==> src/rtl/dll_pkg.sv <==
// dll_pkg: shared types and codes for the doubly linked list engine
// operation and status codes, controller states, command and status structs
// no dependencies
package dll_pkg;

  localparam int FUNC_W   = 3;
  localparam int VALUE_W  = 32;
  localparam int NODE_W   = 6;
  localparam int STATUS_W = 2;

  localparam logic [FUNC_W-1:0] FN_APPEND     = 3'd0;
  localparam logic [FUNC_W-1:0] FN_PREPEND    = 3'd1;
  localparam logic [FUNC_W-1:0] FN_DELETE     = 3'd2;
  localparam logic [FUNC_W-1:0] FN_INS_AFTER  = 3'd3;
  localparam logic [FUNC_W-1:0] FN_INS_BEFORE = 3'd4;
  localparam logic [FUNC_W-1:0] FN_DUMP       = 3'd5;

  localparam logic [STATUS_W-1:0] ST_OK    = 2'd0;
  localparam logic [STATUS_W-1:0] ST_FULL  = 2'd1;
  localparam logic [STATUS_W-1:0] ST_BAD   = 2'd2;
  localparam logic [STATUS_W-1:0] ST_EMPTY = 2'd3;

  typedef enum logic [2:0] {
    S_IDLE,
    S_CHECK,
    S_READ,
    S_WR_A,
    S_WR_B,
    S_RESP,
    S_WALK_RD,
    S_WALK_EMIT
  } state_t;

  typedef struct packed {
    logic load;
    logic check;
    logic rd_links;
    logic wr_a;
    logic wr_b;
    logic rd_walk;
    logic walk_adv;
    logic res_upd;
    logic res_walk;
  } dll_cmd_t;

  typedef struct packed {
    logic ignore;
    logic err;
    logic is_dump;
    logic needs_read;
    logic out_free;
    logic walk_last;
  } dll_stat_t;

endpackage

==> src/rtl/doubly_linked_list_engine.sv <==
// doubly_linked_list_engine: top level of the linked list engine
// depends on dll_pkg, dll_ctrl, dll_datapath (and dll_ram through it)
//
// Input channel in_*: one item carries an operation code, a value and a node
// number; it is taken when in_valid is high and in_stall is low. Result
// channel out_*: status, new node number, dumped value and a last flag, taken
// when out_valid is high and out_stall is low.
// Updates give one result: append and prepend pass through the check and the
// link-write states, delete and the inserts also read the links first, and
// errors go from the check straight to the result; the next item is taken
// the cycle after the result is loaded. A dump gives one result per element;
// each result waits on the registered read of the next-link and value stores
// for the element in hand. Codes six and seven give no result and free the input after the check.
// Reset empties the list, clears all live marks and restarts numbering at 1;
// the node stores are not cleared. While the receiver stalls, the result
// register holds its item and the engine waits at its next result, still
// accepting one new item if it was idle.
module doubly_linked_list_engine import dll_pkg::*; #(
  parameter int NODE_SLOTS = 64,
  parameter int DATA_WIDTH = 32
) (
  input  logic                      clk,
  input  logic                      rst_n,
  input  logic                      in_valid,
  output logic                      in_stall,
  input  logic [FUNC_W-1:0]         in_func,
  input  logic signed [VALUE_W-1:0] in_value,
  input  logic [NODE_W-1:0]         in_node,
  output logic                      out_valid,
  input  logic                      out_stall,
  output logic [STATUS_W-1:0]       out_status,
  output logic [NODE_W-1:0]         out_new_node,
  output logic signed [VALUE_W-1:0] out_data_out,
  output logic                      out_last
);

  dll_cmd_t  cmd;
  dll_stat_t stat;

  dll_ctrl u_ctrl (
    .clk      (clk),
    .rst_n    (rst_n),
    .in_valid (in_valid),
    .in_stall (in_stall),
    .stat     (stat),
    .cmd      (cmd)
  );

  dll_datapath #(
    .NODE_SLOTS (NODE_SLOTS),
    .DATA_WIDTH (DATA_WIDTH)
  ) u_datapath (
    .clk          (clk),
    .rst_n        (rst_n),
    .in_func      (in_func),
    .in_value     (in_value),
    .in_node      (in_node),
    .cmd          (cmd),
    .stat         (stat),
    .out_stall    (out_stall),
    .out_valid    (out_valid),
    .out_status   (out_status),
    .out_new_node (out_new_node),
    .out_data_out (out_data_out),
    .out_last     (out_last)
  );

endmodule

==> src/rtl/dll_ram.sv <==
// dll_ram: generic single write port, single read port ram with registered read
// no dependencies
module dll_ram #(
  parameter int WIDTH = 32,
  parameter int DEPTH = 64
) (
  input  logic                     clk,
  input  logic                     wr_en,
  input  logic [$clog2(DEPTH)-1:0] wr_addr,
  input  logic [WIDTH-1:0]         wr_data,
  input  logic                     rd_en,
  input  logic [$clog2(DEPTH)-1:0] rd_addr,
  output logic [WIDTH-1:0]         rd_data
);

  logic [WIDTH-1:0] mem_r [DEPTH];
  logic [WIDTH-1:0] rd_data_r;

  always_ff @(posedge clk) begin
    if (wr_en) begin
      mem_r[wr_addr] <= wr_data;
    end
    if (rd_en) begin
      rd_data_r <= mem_r[rd_addr];
    end
  end

  assign rd_data = rd_data_r;

endmodule

==> src/rtl/dll_datapath.sv <==
// dll_datapath: node stores, list pointers, allocator and result register
// depends on dll_pkg and dll_ram
module dll_datapath import dll_pkg::*; #(
  parameter int NODE_SLOTS = 64,
  parameter int DATA_WIDTH = 32
) (
  input  logic                       clk,
  input  logic                       rst_n,
  input  logic [FUNC_W-1:0]          in_func,
  input  logic signed [VALUE_W-1:0]  in_value,
  input  logic [NODE_W-1:0]          in_node,
  input  dll_cmd_t                   cmd,
  output dll_stat_t                  stat,
  input  logic                       out_stall,
  output logic                       out_valid,
  output logic [STATUS_W-1:0]        out_status,
  output logic [NODE_W-1:0]          out_new_node,
  output logic signed [VALUE_W-1:0]  out_data_out,
  output logic                       out_last
);

  localparam int IDX_W  = $clog2(NODE_SLOTS);
  localparam int FREE_W = $clog2(NODE_SLOTS + 1);
  localparam logic [FREE_W-1:0] FULL_AT  = FREE_W'(NODE_SLOTS);
  localparam logic [NODE_W:0]   SLOTS_C  = (NODE_W + 1)'(NODE_SLOTS);
  localparam logic [IDX_W-1:0]  NULL_IDX = '0;

  logic [FUNC_W-1:0]     func_r;
  logic [DATA_WIDTH-1:0] val_r;
  logic [NODE_W-1:0]     k_r;
  logic [IDX_W-1:0]      head_r, tail_r, ptr_r, n_r;
  logic [FREE_W-1:0]     free_r;
  logic [NODE_SLOTS-1:0] live_r;
  logic [STATUS_W-1:0]   code_r;

  logic                  out_valid_r;
  logic [STATUS_W-1:0]   out_status_r;
  logic [NODE_W-1:0]     out_new_node_r;
  logic [VALUE_W-1:0]    out_data_r;
  logic                  out_last_r;

  logic [IDX_W-1:0]      k_idx;
  logic                  k_ok, full, alloc_op;
  logic [STATUS_W-1:0]   code;

  logic                  nx_we, pv_we, val_we, nx_re, val_re;
  logic [IDX_W-1:0]      nx_wa, pv_wa, nx_ra;
  logic [IDX_W-1:0]      nx_wd, pv_wd;
  logic [IDX_W-1:0]      nx_rd, pv_rd;
  logic [DATA_WIDTH-1:0] val_rd;

  dll_ram #(.WIDTH(IDX_W), .DEPTH(NODE_SLOTS)) u_next (
    .clk(clk), .wr_en(nx_we), .wr_addr(nx_wa), .wr_data(nx_wd),
    .rd_en(nx_re), .rd_addr(nx_ra), .rd_data(nx_rd)
  );

  dll_ram #(.WIDTH(IDX_W), .DEPTH(NODE_SLOTS)) u_prev (
    .clk(clk), .wr_en(pv_we), .wr_addr(pv_wa), .wr_data(pv_wd),
    .rd_en(cmd.rd_links), .rd_addr(k_idx), .rd_data(pv_rd)
  );

  dll_ram #(.WIDTH(DATA_WIDTH), .DEPTH(NODE_SLOTS)) u_value (
    .clk(clk), .wr_en(val_we), .wr_addr(n_r), .wr_data(val_r),
    .rd_en(val_re), .rd_addr(ptr_r), .rd_data(val_rd)
  );

  assign k_idx    = k_r[IDX_W-1:0];
  assign k_ok     = (k_r != '0) && ({1'b0, k_r} < SLOTS_C) && live_r[k_idx];
  assign full     = free_r >= FULL_AT;
  assign alloc_op = (func_r == FN_APPEND) || (func_r == FN_PREPEND) ||
                    (func_r == FN_INS_AFTER) || (func_r == FN_INS_BEFORE);

  always_comb begin
    code = ST_OK;
    priority if (func_r == FN_APPEND || func_r == FN_PREPEND) begin
      code = full ? ST_FULL : ST_OK;
    end else if (func_r == FN_DELETE) begin
      code = k_ok ? ST_OK : ST_BAD;
    end else if (func_r == FN_INS_AFTER || func_r == FN_INS_BEFORE) begin
      code = !k_ok ? ST_BAD : (full ? ST_FULL : ST_OK);
    end else if (func_r == FN_DUMP) begin
      code = (head_r == NULL_IDX) ? ST_EMPTY : ST_OK;
    end else begin
      code = ST_OK;
    end
  end

  always_comb begin
    stat.ignore     = func_r > FN_DUMP;
    stat.err        = code != ST_OK;
    stat.is_dump    = func_r == FN_DUMP;
    stat.needs_read = (func_r == FN_DELETE) || (func_r == FN_INS_AFTER) ||
                      (func_r == FN_INS_BEFORE);
    stat.out_free   = !out_valid_r || !out_stall;
    stat.walk_last  = nx_rd == NULL_IDX;
  end

  // read ports
  always_comb begin
    nx_re  = cmd.rd_links || cmd.rd_walk;
    nx_ra  = cmd.rd_walk ? ptr_r : k_idx;
    val_re = cmd.rd_walk;
  end

  // link writes, two phases per update
  always_comb begin
    nx_we  = 1'b0;
    nx_wa  = n_r;
    nx_wd  = NULL_IDX;
    pv_we  = 1'b0;
    pv_wa  = n_r;
    pv_wd  = NULL_IDX;
    val_we = cmd.wr_a && alloc_op;
    if (cmd.wr_a) begin
      unique case (func_r)
        FN_APPEND: begin
          pv_we = 1'b1;
          pv_wd = tail_r;
          nx_we = tail_r != NULL_IDX;
          nx_wa = tail_r;
          nx_wd = n_r;
        end
        FN_PREPEND: begin
          nx_we = 1'b1;
          nx_wd = head_r;
          pv_we = head_r != NULL_IDX;
          pv_wa = head_r;
          pv_wd = n_r;
        end
        FN_DELETE: begin
          nx_we = pv_rd != NULL_IDX;
          nx_wa = pv_rd;
          nx_wd = nx_rd;
          pv_we = nx_rd != NULL_IDX;
          pv_wa = nx_rd;
          pv_wd = pv_rd;
        end
        FN_INS_AFTER: begin
          nx_we = 1'b1;
          nx_wd = nx_rd;
          pv_we = 1'b1;
          pv_wd = k_idx;
        end
        FN_INS_BEFORE: begin
          pv_we = 1'b1;
          pv_wd = pv_rd;
          nx_we = 1'b1;
          nx_wd = k_idx;
        end
        default: begin
        end
      endcase
    end else if (cmd.wr_b) begin
      unique case (func_r)
        FN_APPEND: begin
          nx_we = 1'b1;
        end
        FN_PREPEND: begin
          pv_we = 1'b1;
        end
        FN_INS_AFTER: begin
          pv_we = nx_rd != NULL_IDX;
          pv_wa = nx_rd;
          pv_wd = n_r;
          nx_we = 1'b1;
          nx_wa = k_idx;
          nx_wd = n_r;
        end
        FN_INS_BEFORE: begin
          nx_we = pv_rd != NULL_IDX;
          nx_wa = pv_rd;
          nx_wd = n_r;
          pv_we = 1'b1;
          pv_wa = k_idx;
          pv_wd = n_r;
        end
        default: begin
        end
      endcase
    end
  end

  // item capture and scratch registers
  always_ff @(posedge clk) begin
    if (cmd.load) begin
      func_r <= in_func;
      val_r  <= DATA_WIDTH'(in_value);
      k_r    <= in_node;
    end
    if (cmd.check) begin
      code_r <= code;
      n_r    <= free_r[IDX_W-1:0];
      ptr_r  <= head_r;
    end else if (cmd.walk_adv) begin
      ptr_r  <= nx_rd;
    end
  end

  // list pointers, allocator and live marks
  always_ff @(posedge clk) begin
    if (!rst_n) begin
      head_r <= NULL_IDX;
      tail_r <= NULL_IDX;
      free_r <= FREE_W'(1);
      live_r <= '0;
    end else if (cmd.wr_a) begin
      if (alloc_op) begin
        live_r[n_r] <= 1'b1;
        free_r      <= free_r + FREE_W'(1);
      end
      unique case (func_r)
        FN_APPEND: begin
          if (head_r == NULL_IDX) begin
            head_r <= n_r;
          end
          tail_r <= n_r;
        end
        FN_PREPEND: begin
          if (tail_r == NULL_IDX) begin
            tail_r <= n_r;
          end
          head_r <= n_r;
        end
        FN_DELETE: begin
          live_r[k_idx] <= 1'b0;
          if (pv_rd == NULL_IDX) begin
            head_r <= nx_rd;
          end
          if (nx_rd == NULL_IDX) begin
            tail_r <= pv_rd;
          end
        end
        FN_INS_AFTER: begin
          if (nx_rd == NULL_IDX) begin
            tail_r <= n_r;
          end
        end
        FN_INS_BEFORE: begin
          if (pv_rd == NULL_IDX) begin
            head_r <= n_r;
          end
        end
        default: begin
        end
      endcase
    end
  end

  // result register
  always_ff @(posedge clk) begin
    if (!rst_n) begin
      out_valid_r <= 1'b0;
    end else if (cmd.res_upd || cmd.res_walk) begin
      out_valid_r <= 1'b1;
    end else if (!out_stall) begin
      out_valid_r <= 1'b0;
    end
  end

  always_ff @(posedge clk) begin
    if (cmd.res_upd) begin
      out_status_r   <= code_r;
      out_new_node_r <= (code_r == ST_OK && alloc_op) ? NODE_W'(n_r) : '0;
      out_data_r     <= '0;
      out_last_r     <= 1'b1;
    end else if (cmd.res_walk) begin
      out_status_r   <= ST_OK;
      out_new_node_r <= '0;
      out_data_r     <= VALUE_W'($signed(val_rd));
      out_last_r     <= nx_rd == NULL_IDX;
    end
  end

  assign out_valid    = out_valid_r;
  assign out_status   = out_status_r;
  assign out_new_node = out_new_node_r;
  assign out_data_out = out_data_r;
  assign out_last     = out_last_r;

endmodule

==> src/rtl/dll_ctrl.sv <==
// dll_ctrl: sequencing state machine for the list engine
// depends on dll_pkg
module dll_ctrl import dll_pkg::*; (
  input  logic      clk,
  input  logic      rst_n,
  input  logic      in_valid,
  output logic      in_stall,
  input  dll_stat_t stat,
  output dll_cmd_t  cmd
);

  state_t state_r, state_nxt;

  always_ff @(posedge clk) begin
    if (!rst_n) begin
      state_r <= S_IDLE;
    end else begin
      state_r <= state_nxt;
    end
  end

  always_comb begin
    state_nxt = state_r;
    cmd       = '0;
    in_stall  = state_r != S_IDLE;
    unique case (state_r)
      S_IDLE: begin
        if (in_valid) begin
          cmd.load  = 1'b1;
          state_nxt = S_CHECK;
        end
      end
      S_CHECK: begin
        cmd.check = 1'b1;
        priority if (stat.ignore) begin
          state_nxt = S_IDLE;
        end else if (stat.err) begin
          state_nxt = S_RESP;
        end else if (stat.is_dump) begin
          state_nxt = S_WALK_RD;
        end else if (stat.needs_read) begin
          state_nxt = S_READ;
        end else begin
          state_nxt = S_WR_A;
        end
      end
      S_READ: begin
        cmd.rd_links = 1'b1;
        state_nxt    = S_WR_A;
      end
      S_WR_A: begin
        cmd.wr_a  = 1'b1;
        state_nxt = S_WR_B;
      end
      S_WR_B: begin
        cmd.wr_b  = 1'b1;
        state_nxt = S_RESP;
      end
      S_RESP: begin
        if (stat.out_free) begin
          cmd.res_upd = 1'b1;
          state_nxt   = S_IDLE;
        end
      end
      S_WALK_RD: begin
        cmd.rd_walk = 1'b1;
        state_nxt   = S_WALK_EMIT;
      end
      S_WALK_EMIT: begin
        if (stat.out_free) begin
          cmd.res_walk = 1'b1;
          if (stat.walk_last) begin
            state_nxt = S_IDLE;
          end else begin
            cmd.walk_adv = 1'b1;
            state_nxt    = S_WALK_RD;
          end
        end
      end
      default: begin
        state_nxt = S_IDLE;
      end
    endcase
  end

endmodule
==> config.mk <==
export PLATFORM = sky130hd
export DESIGN_NAME = doubly_linked_list_engine
export DESIGN_NICKNAME = d
export VERILOG_FILES = /design/src/rtl/dll_pkg.sv /design/src/rtl/doubly_linked_list_engine.sv /design/src/rtl/dll_ram.sv /design/src/rtl/dll_datapath.sv /design/src/rtl/dll_ctrl.sv
export SDC_FILE = /design/constraint.sdc
export NUM_CORES = 2
export LEC_CHECK = 0
export ABC_CLOCK_PERIOD_IN_PS = 5800
export BUFFER_PORTS_ARGS = -buffer_cell sky130_fd_sc_hd__buf_2
export CORE_UTILIZATION = 55
export CTS_CLUSTER_SIZE = 16
export DETAILED_ROUTE_END_ITERATION = 7
export PLACE_DENSITY = 0.71
export SETUP_SLACK_MARGIN = 0.4
export SYNTH_ARGS = -nofsm -noshare
export SYNTH_HDL_FRONTEND = slang
export SYNTH_SLANG_ARGS = --single-unit
==> constraint.sdc <==
create_clock -name clk -period 5.8 [get_ports clk]
set_clock_uncertainty 0.2 [all_clocks]
set_input_delay 0.58 -clock clk [delete_from_list [all_inputs] [get_ports clk]]
set_output_delay 0.58 -clock clk [all_outputs]
set_load 0.01 [all_outputs]
==> results.py <==
metrics = {
    "status": {
        "outcome": "completed",
    },
    "synth": {
        "synth_top_area_share_pct": 75.17,
        "yosys-top-cells-area": "edfxtp_1, mux4_2, dfxtp_1, a22oi_1, nor2_1",
        "synth.distinct_cells": 70,
        "synth_ff_type": "edfxtp_1",
        "synth_top_family_by_area": "multiplexers",
        "synth_fa_ha_area_share_pct": 0.02143,
        "ys_ff_latch": 3043,
        "synthMuxAreaShare_pct": 15.63,
        "ys_warn_count": 0,
        "synth_area_sq_um": 116800,
        "yosys.area.top_type": "edfxtp_1",
        "syn_area_per_cell_sq_um": 21.69,
        "async_flop_share_pct": 0,
        "synth_compound_gate_area_share_pct": 3.394,
        "synth_edf_count": 2923,
        "synthXorXnorAreaFrac_pct": 0.03750,
        "synth-seq-area-share_pct": 77.22,
        "synthSimpleGateAreaFrac_pct": 2.502,
        "synth_cells": 5383,
        "syn-num-nets": 5430,
    },
    "global_routing": {
        "grt_util_all_layers_pct": 27.09,
        "antenna_found_initial": 8,
        "grt.overflow.total": 0,
        "grt_start_max_net_pins": 97,
        "grt_pass1_vias": 57860,
        "grt_pass1_wl_microns": 417200,
    },
    "worst_setup_path": {
        "crit_top_cell": "mux4_2",
        "path_delay_family": "multiplexers",
        "cp-end-kind": "flip-flop",
        "crit_fanout": 29,
        "timing_worst_setup_path_type": "flip-flop to flip-flop",
        "required_ns": 6.26,
        "cpPeakStageDelay_ns": 1.07,
        "startpoint_type": "flip-flop",
        "arrival_ns": 4.96,
        "crit_buf_inv": 2,
        "worst_path_max_delay_cell": "edfxtp_1",
        "path_cells": "buf_12 -> buf_4 -> mux4_2 -> mux4_2 -> mux2i_1 -> o21ai_0",
    },
    "placement": {
        "numPortBuffers": 87,
        "dp_hpwl_microns": 169700,
        "gp_congestion": 0.9309,
    },
    "clock_network": {
        "cts_resized": 0,
        "htree_num_levels": 5,
        "tritoncts": "done",
        "cts_sinks": 3043,
        "cts_made_buffers": 315,
        "cts_root_buffer": "clkbuf_16",
        "clock_latency_ns": 0.94,
        "cts.path.max_buffers": 4,
        "cts.clk_slew.worst_paths_ns": 0.06,
    },
    "final_layout": {
        "fillers": 13920,
        "drive_gt1_share_pct": 28.38,
        "layout_common_cells": "edfxtp_1, mux4_2, clkbuf_16",
        "layout.nets": 5784,
        "fin_util_pct": 62.78,
        "area_growth_syn_to_layout_pct": 13.02,
        "layout_commonest_cell": "edfxtp_1",
    },
    "floorplan": {
        "ios": 88,
        "row_count": 168,
        "fp.coreArea_sq_um": 210200,
        "initial_utilization_pct": 55.55,
        "die_y_microns": 462.8,
        "die_w_microns": 462.8,
        "die_area_sq_um": 214200,
    },
    "sta": {
        "tns_ns": 0,
        "setup_viol": 0,
        "hold_viol_final": 0,
        "worst_pin_slew_ns": 1.220,
        "slew_violations": 0,
        "min_period_ns": 4.509,
        "rsz0062_at_grt": "no",
        "fmax_mhz": 221.8,
        "finalCritPeriodShare_pct": 77.75,
        "relSlewSlack_pct": 18.52,
    },
    "drt": {
        "wl_per_cell_microns": 33.05,
        "routed_wirelength_microns": 289800,
        "route.detailed.drc": 0,
        "via_count": 58480,
        "drt_iter0_drc": 8314,
        "ant_nets": 0,
        "via_per_inst": 6.669,
        "drtPass1Iterations": 8,
    },
    "pwr": {
        "power_density_nw_per_um2": 429.1,
        "ir_drop_mv": 0.3330,
        "p_leak_nw": 41.79,
    },
    "worst_hold_path": {
        "hold_path.class": "primary input to flip-flop",
    },
    "job": {
        "maxCapViolCount": 0,
    },
}
-- logic make-up (layout without fill, tap and decap cells) --
kind of cell | after synthesis | in the layout
buffers and inverters | 313 | 891
XOR/XNOR | 5 | 5
AND/OR/NAND/NOR | 647 | 647
other | 0 | 3
adder cells (fa/ha/maj) | 2 | 2
flip-flops | 3043 | 3043
AO/OA/AOI/OAI | 500 | 500
multiplexers | 873 | 873
-- state kept, by name, summed over array words and instances, names as in the netlist, 3 cells and up --
signal,flops
u_datapath.val_r,32
u_datapath.u_value.mem_r,2048
u_ctrl.state_r,3
u_datapath.out_data_out,32
u_datapath.tail_r,6
u_datapath.u_value.rd_data,32
u_datapath.u_prev.mem_r,384
u_datapath.u_prev.rd_data,6
u_datapath.func_r,3
u_datapath.n_r,6
u_datapath.u_next.mem_r,384
u_datapath.free_r,7
u_datapath.out_new_node,6
u_datapath.live_r,64
u_datapath.ptr_r,6
u_datapath.u_next.rd_data,6
u_datapath.k_idx,6
u_datapath.head_r,6
-- Yosys cell counts (all sizes together), types with 7 or more instances --
cell / instances
inv: 10
edfxtp: 2923
nor2b: 29
a41oi: 10
o22ai: 10
nand2b: 13
o21ai: 47
a22oi: 175
and2: 15
mux2i: 77
o221ai: 11
o221a: 63
mux2: 40
a221oi: 39
nor3: 14
nand4: 17
dfxtp: 120
a21oi: 37
a22o: 31
a31oi: 18
mux4: 756
a211oi: 7
clkbuf: 150
nand3: 70
o211a: 7
nor3b: 14
buf: 152
nand2: 190
nor2: 245
-- layout make-up --
cell class | instances | area [sq um] | area share, %
antenna | 3 | 7.507 | 0.005688
clock buffer | 403 | 8409 | 6.372
clock inverter | 138 | 1075 | 0.8144
inverter | 11 | 41.29 | 0.03129
multi-input combinational | 2027 | 25890 | 19.62
sequential | 3043 | 90180 | 68.33
tap | 2805 | 3510 | 2.659
timing repair buffer | 339 | 2860 | 2.167
-- power breakdown --
part           switching (mW)  total, mW  internal (mW)
Combinational            7.15       12.1           4.91
Clock                    8.06       18.9           10.8
Sequential              0.355       25.7           25.4
Total                    15.6       56.6           41.1
-- per-stage QoR --
stage	worst slack [ns]	cells	hold WS, ns	power, mW	area, sq um
after floorplan	0.8841	5383	0.2321	33.79	116800
after global placement	1.240	8182	0.2198	38.05	122100
after detailed placement	1.224	8182	0.2259	38.20	122100
after CTS	1.239	8766	0.07940	56.88	132000
after global routing	0.9998	8766	0.1401	58.23	132000
final	1.291	8769	0.1575	56.63	132000
-- repair_timing --
item                                   CTS  global route
endpoints found under the hold margin   48             0
buffers inserted                         0             0
hold buffers                            43             0
-- per-layer routing --
layer / vias to the layer above / GRT usage, % / wire length (microns)
met5: - / 0 / 0
met1: 30850 / 38.85 / 111300
met4: 0 / 7.183 / 7536
met3: 510 / 5.320 / 29560
li1: 23520 / - / -
met2: 3596 / 43.09 / 141400
-- worst paths after layout --
path | start | to | slack [ns] | cells past startpoint
setup / recovery | u_datapath.ptr_r[0]$_DFFE_PP_ | u_datapath.u_value.rd_data[4]$_DFFE_PP_ | 1.29 | 6
hold / removal | in_value[24] | u_datapath.val_r[24]$_DFFE_PP_ | 0.16 | 2
hold reg to reg | u_datapath.out_data_out[15]$_SDFFE_PP0P_ | u_datapath.out_data_out[15]$_SDFFE_PP0P_ | 0.24 | 2
setup reg to reg | u_datapath.ptr_r[0]$_DFFE_PP_ | u_datapath.u_value.rd_data[4]$_DFFE_PP_ | 1.29 | 6
No activity file was read; power rests on OpenSTA's default activity.
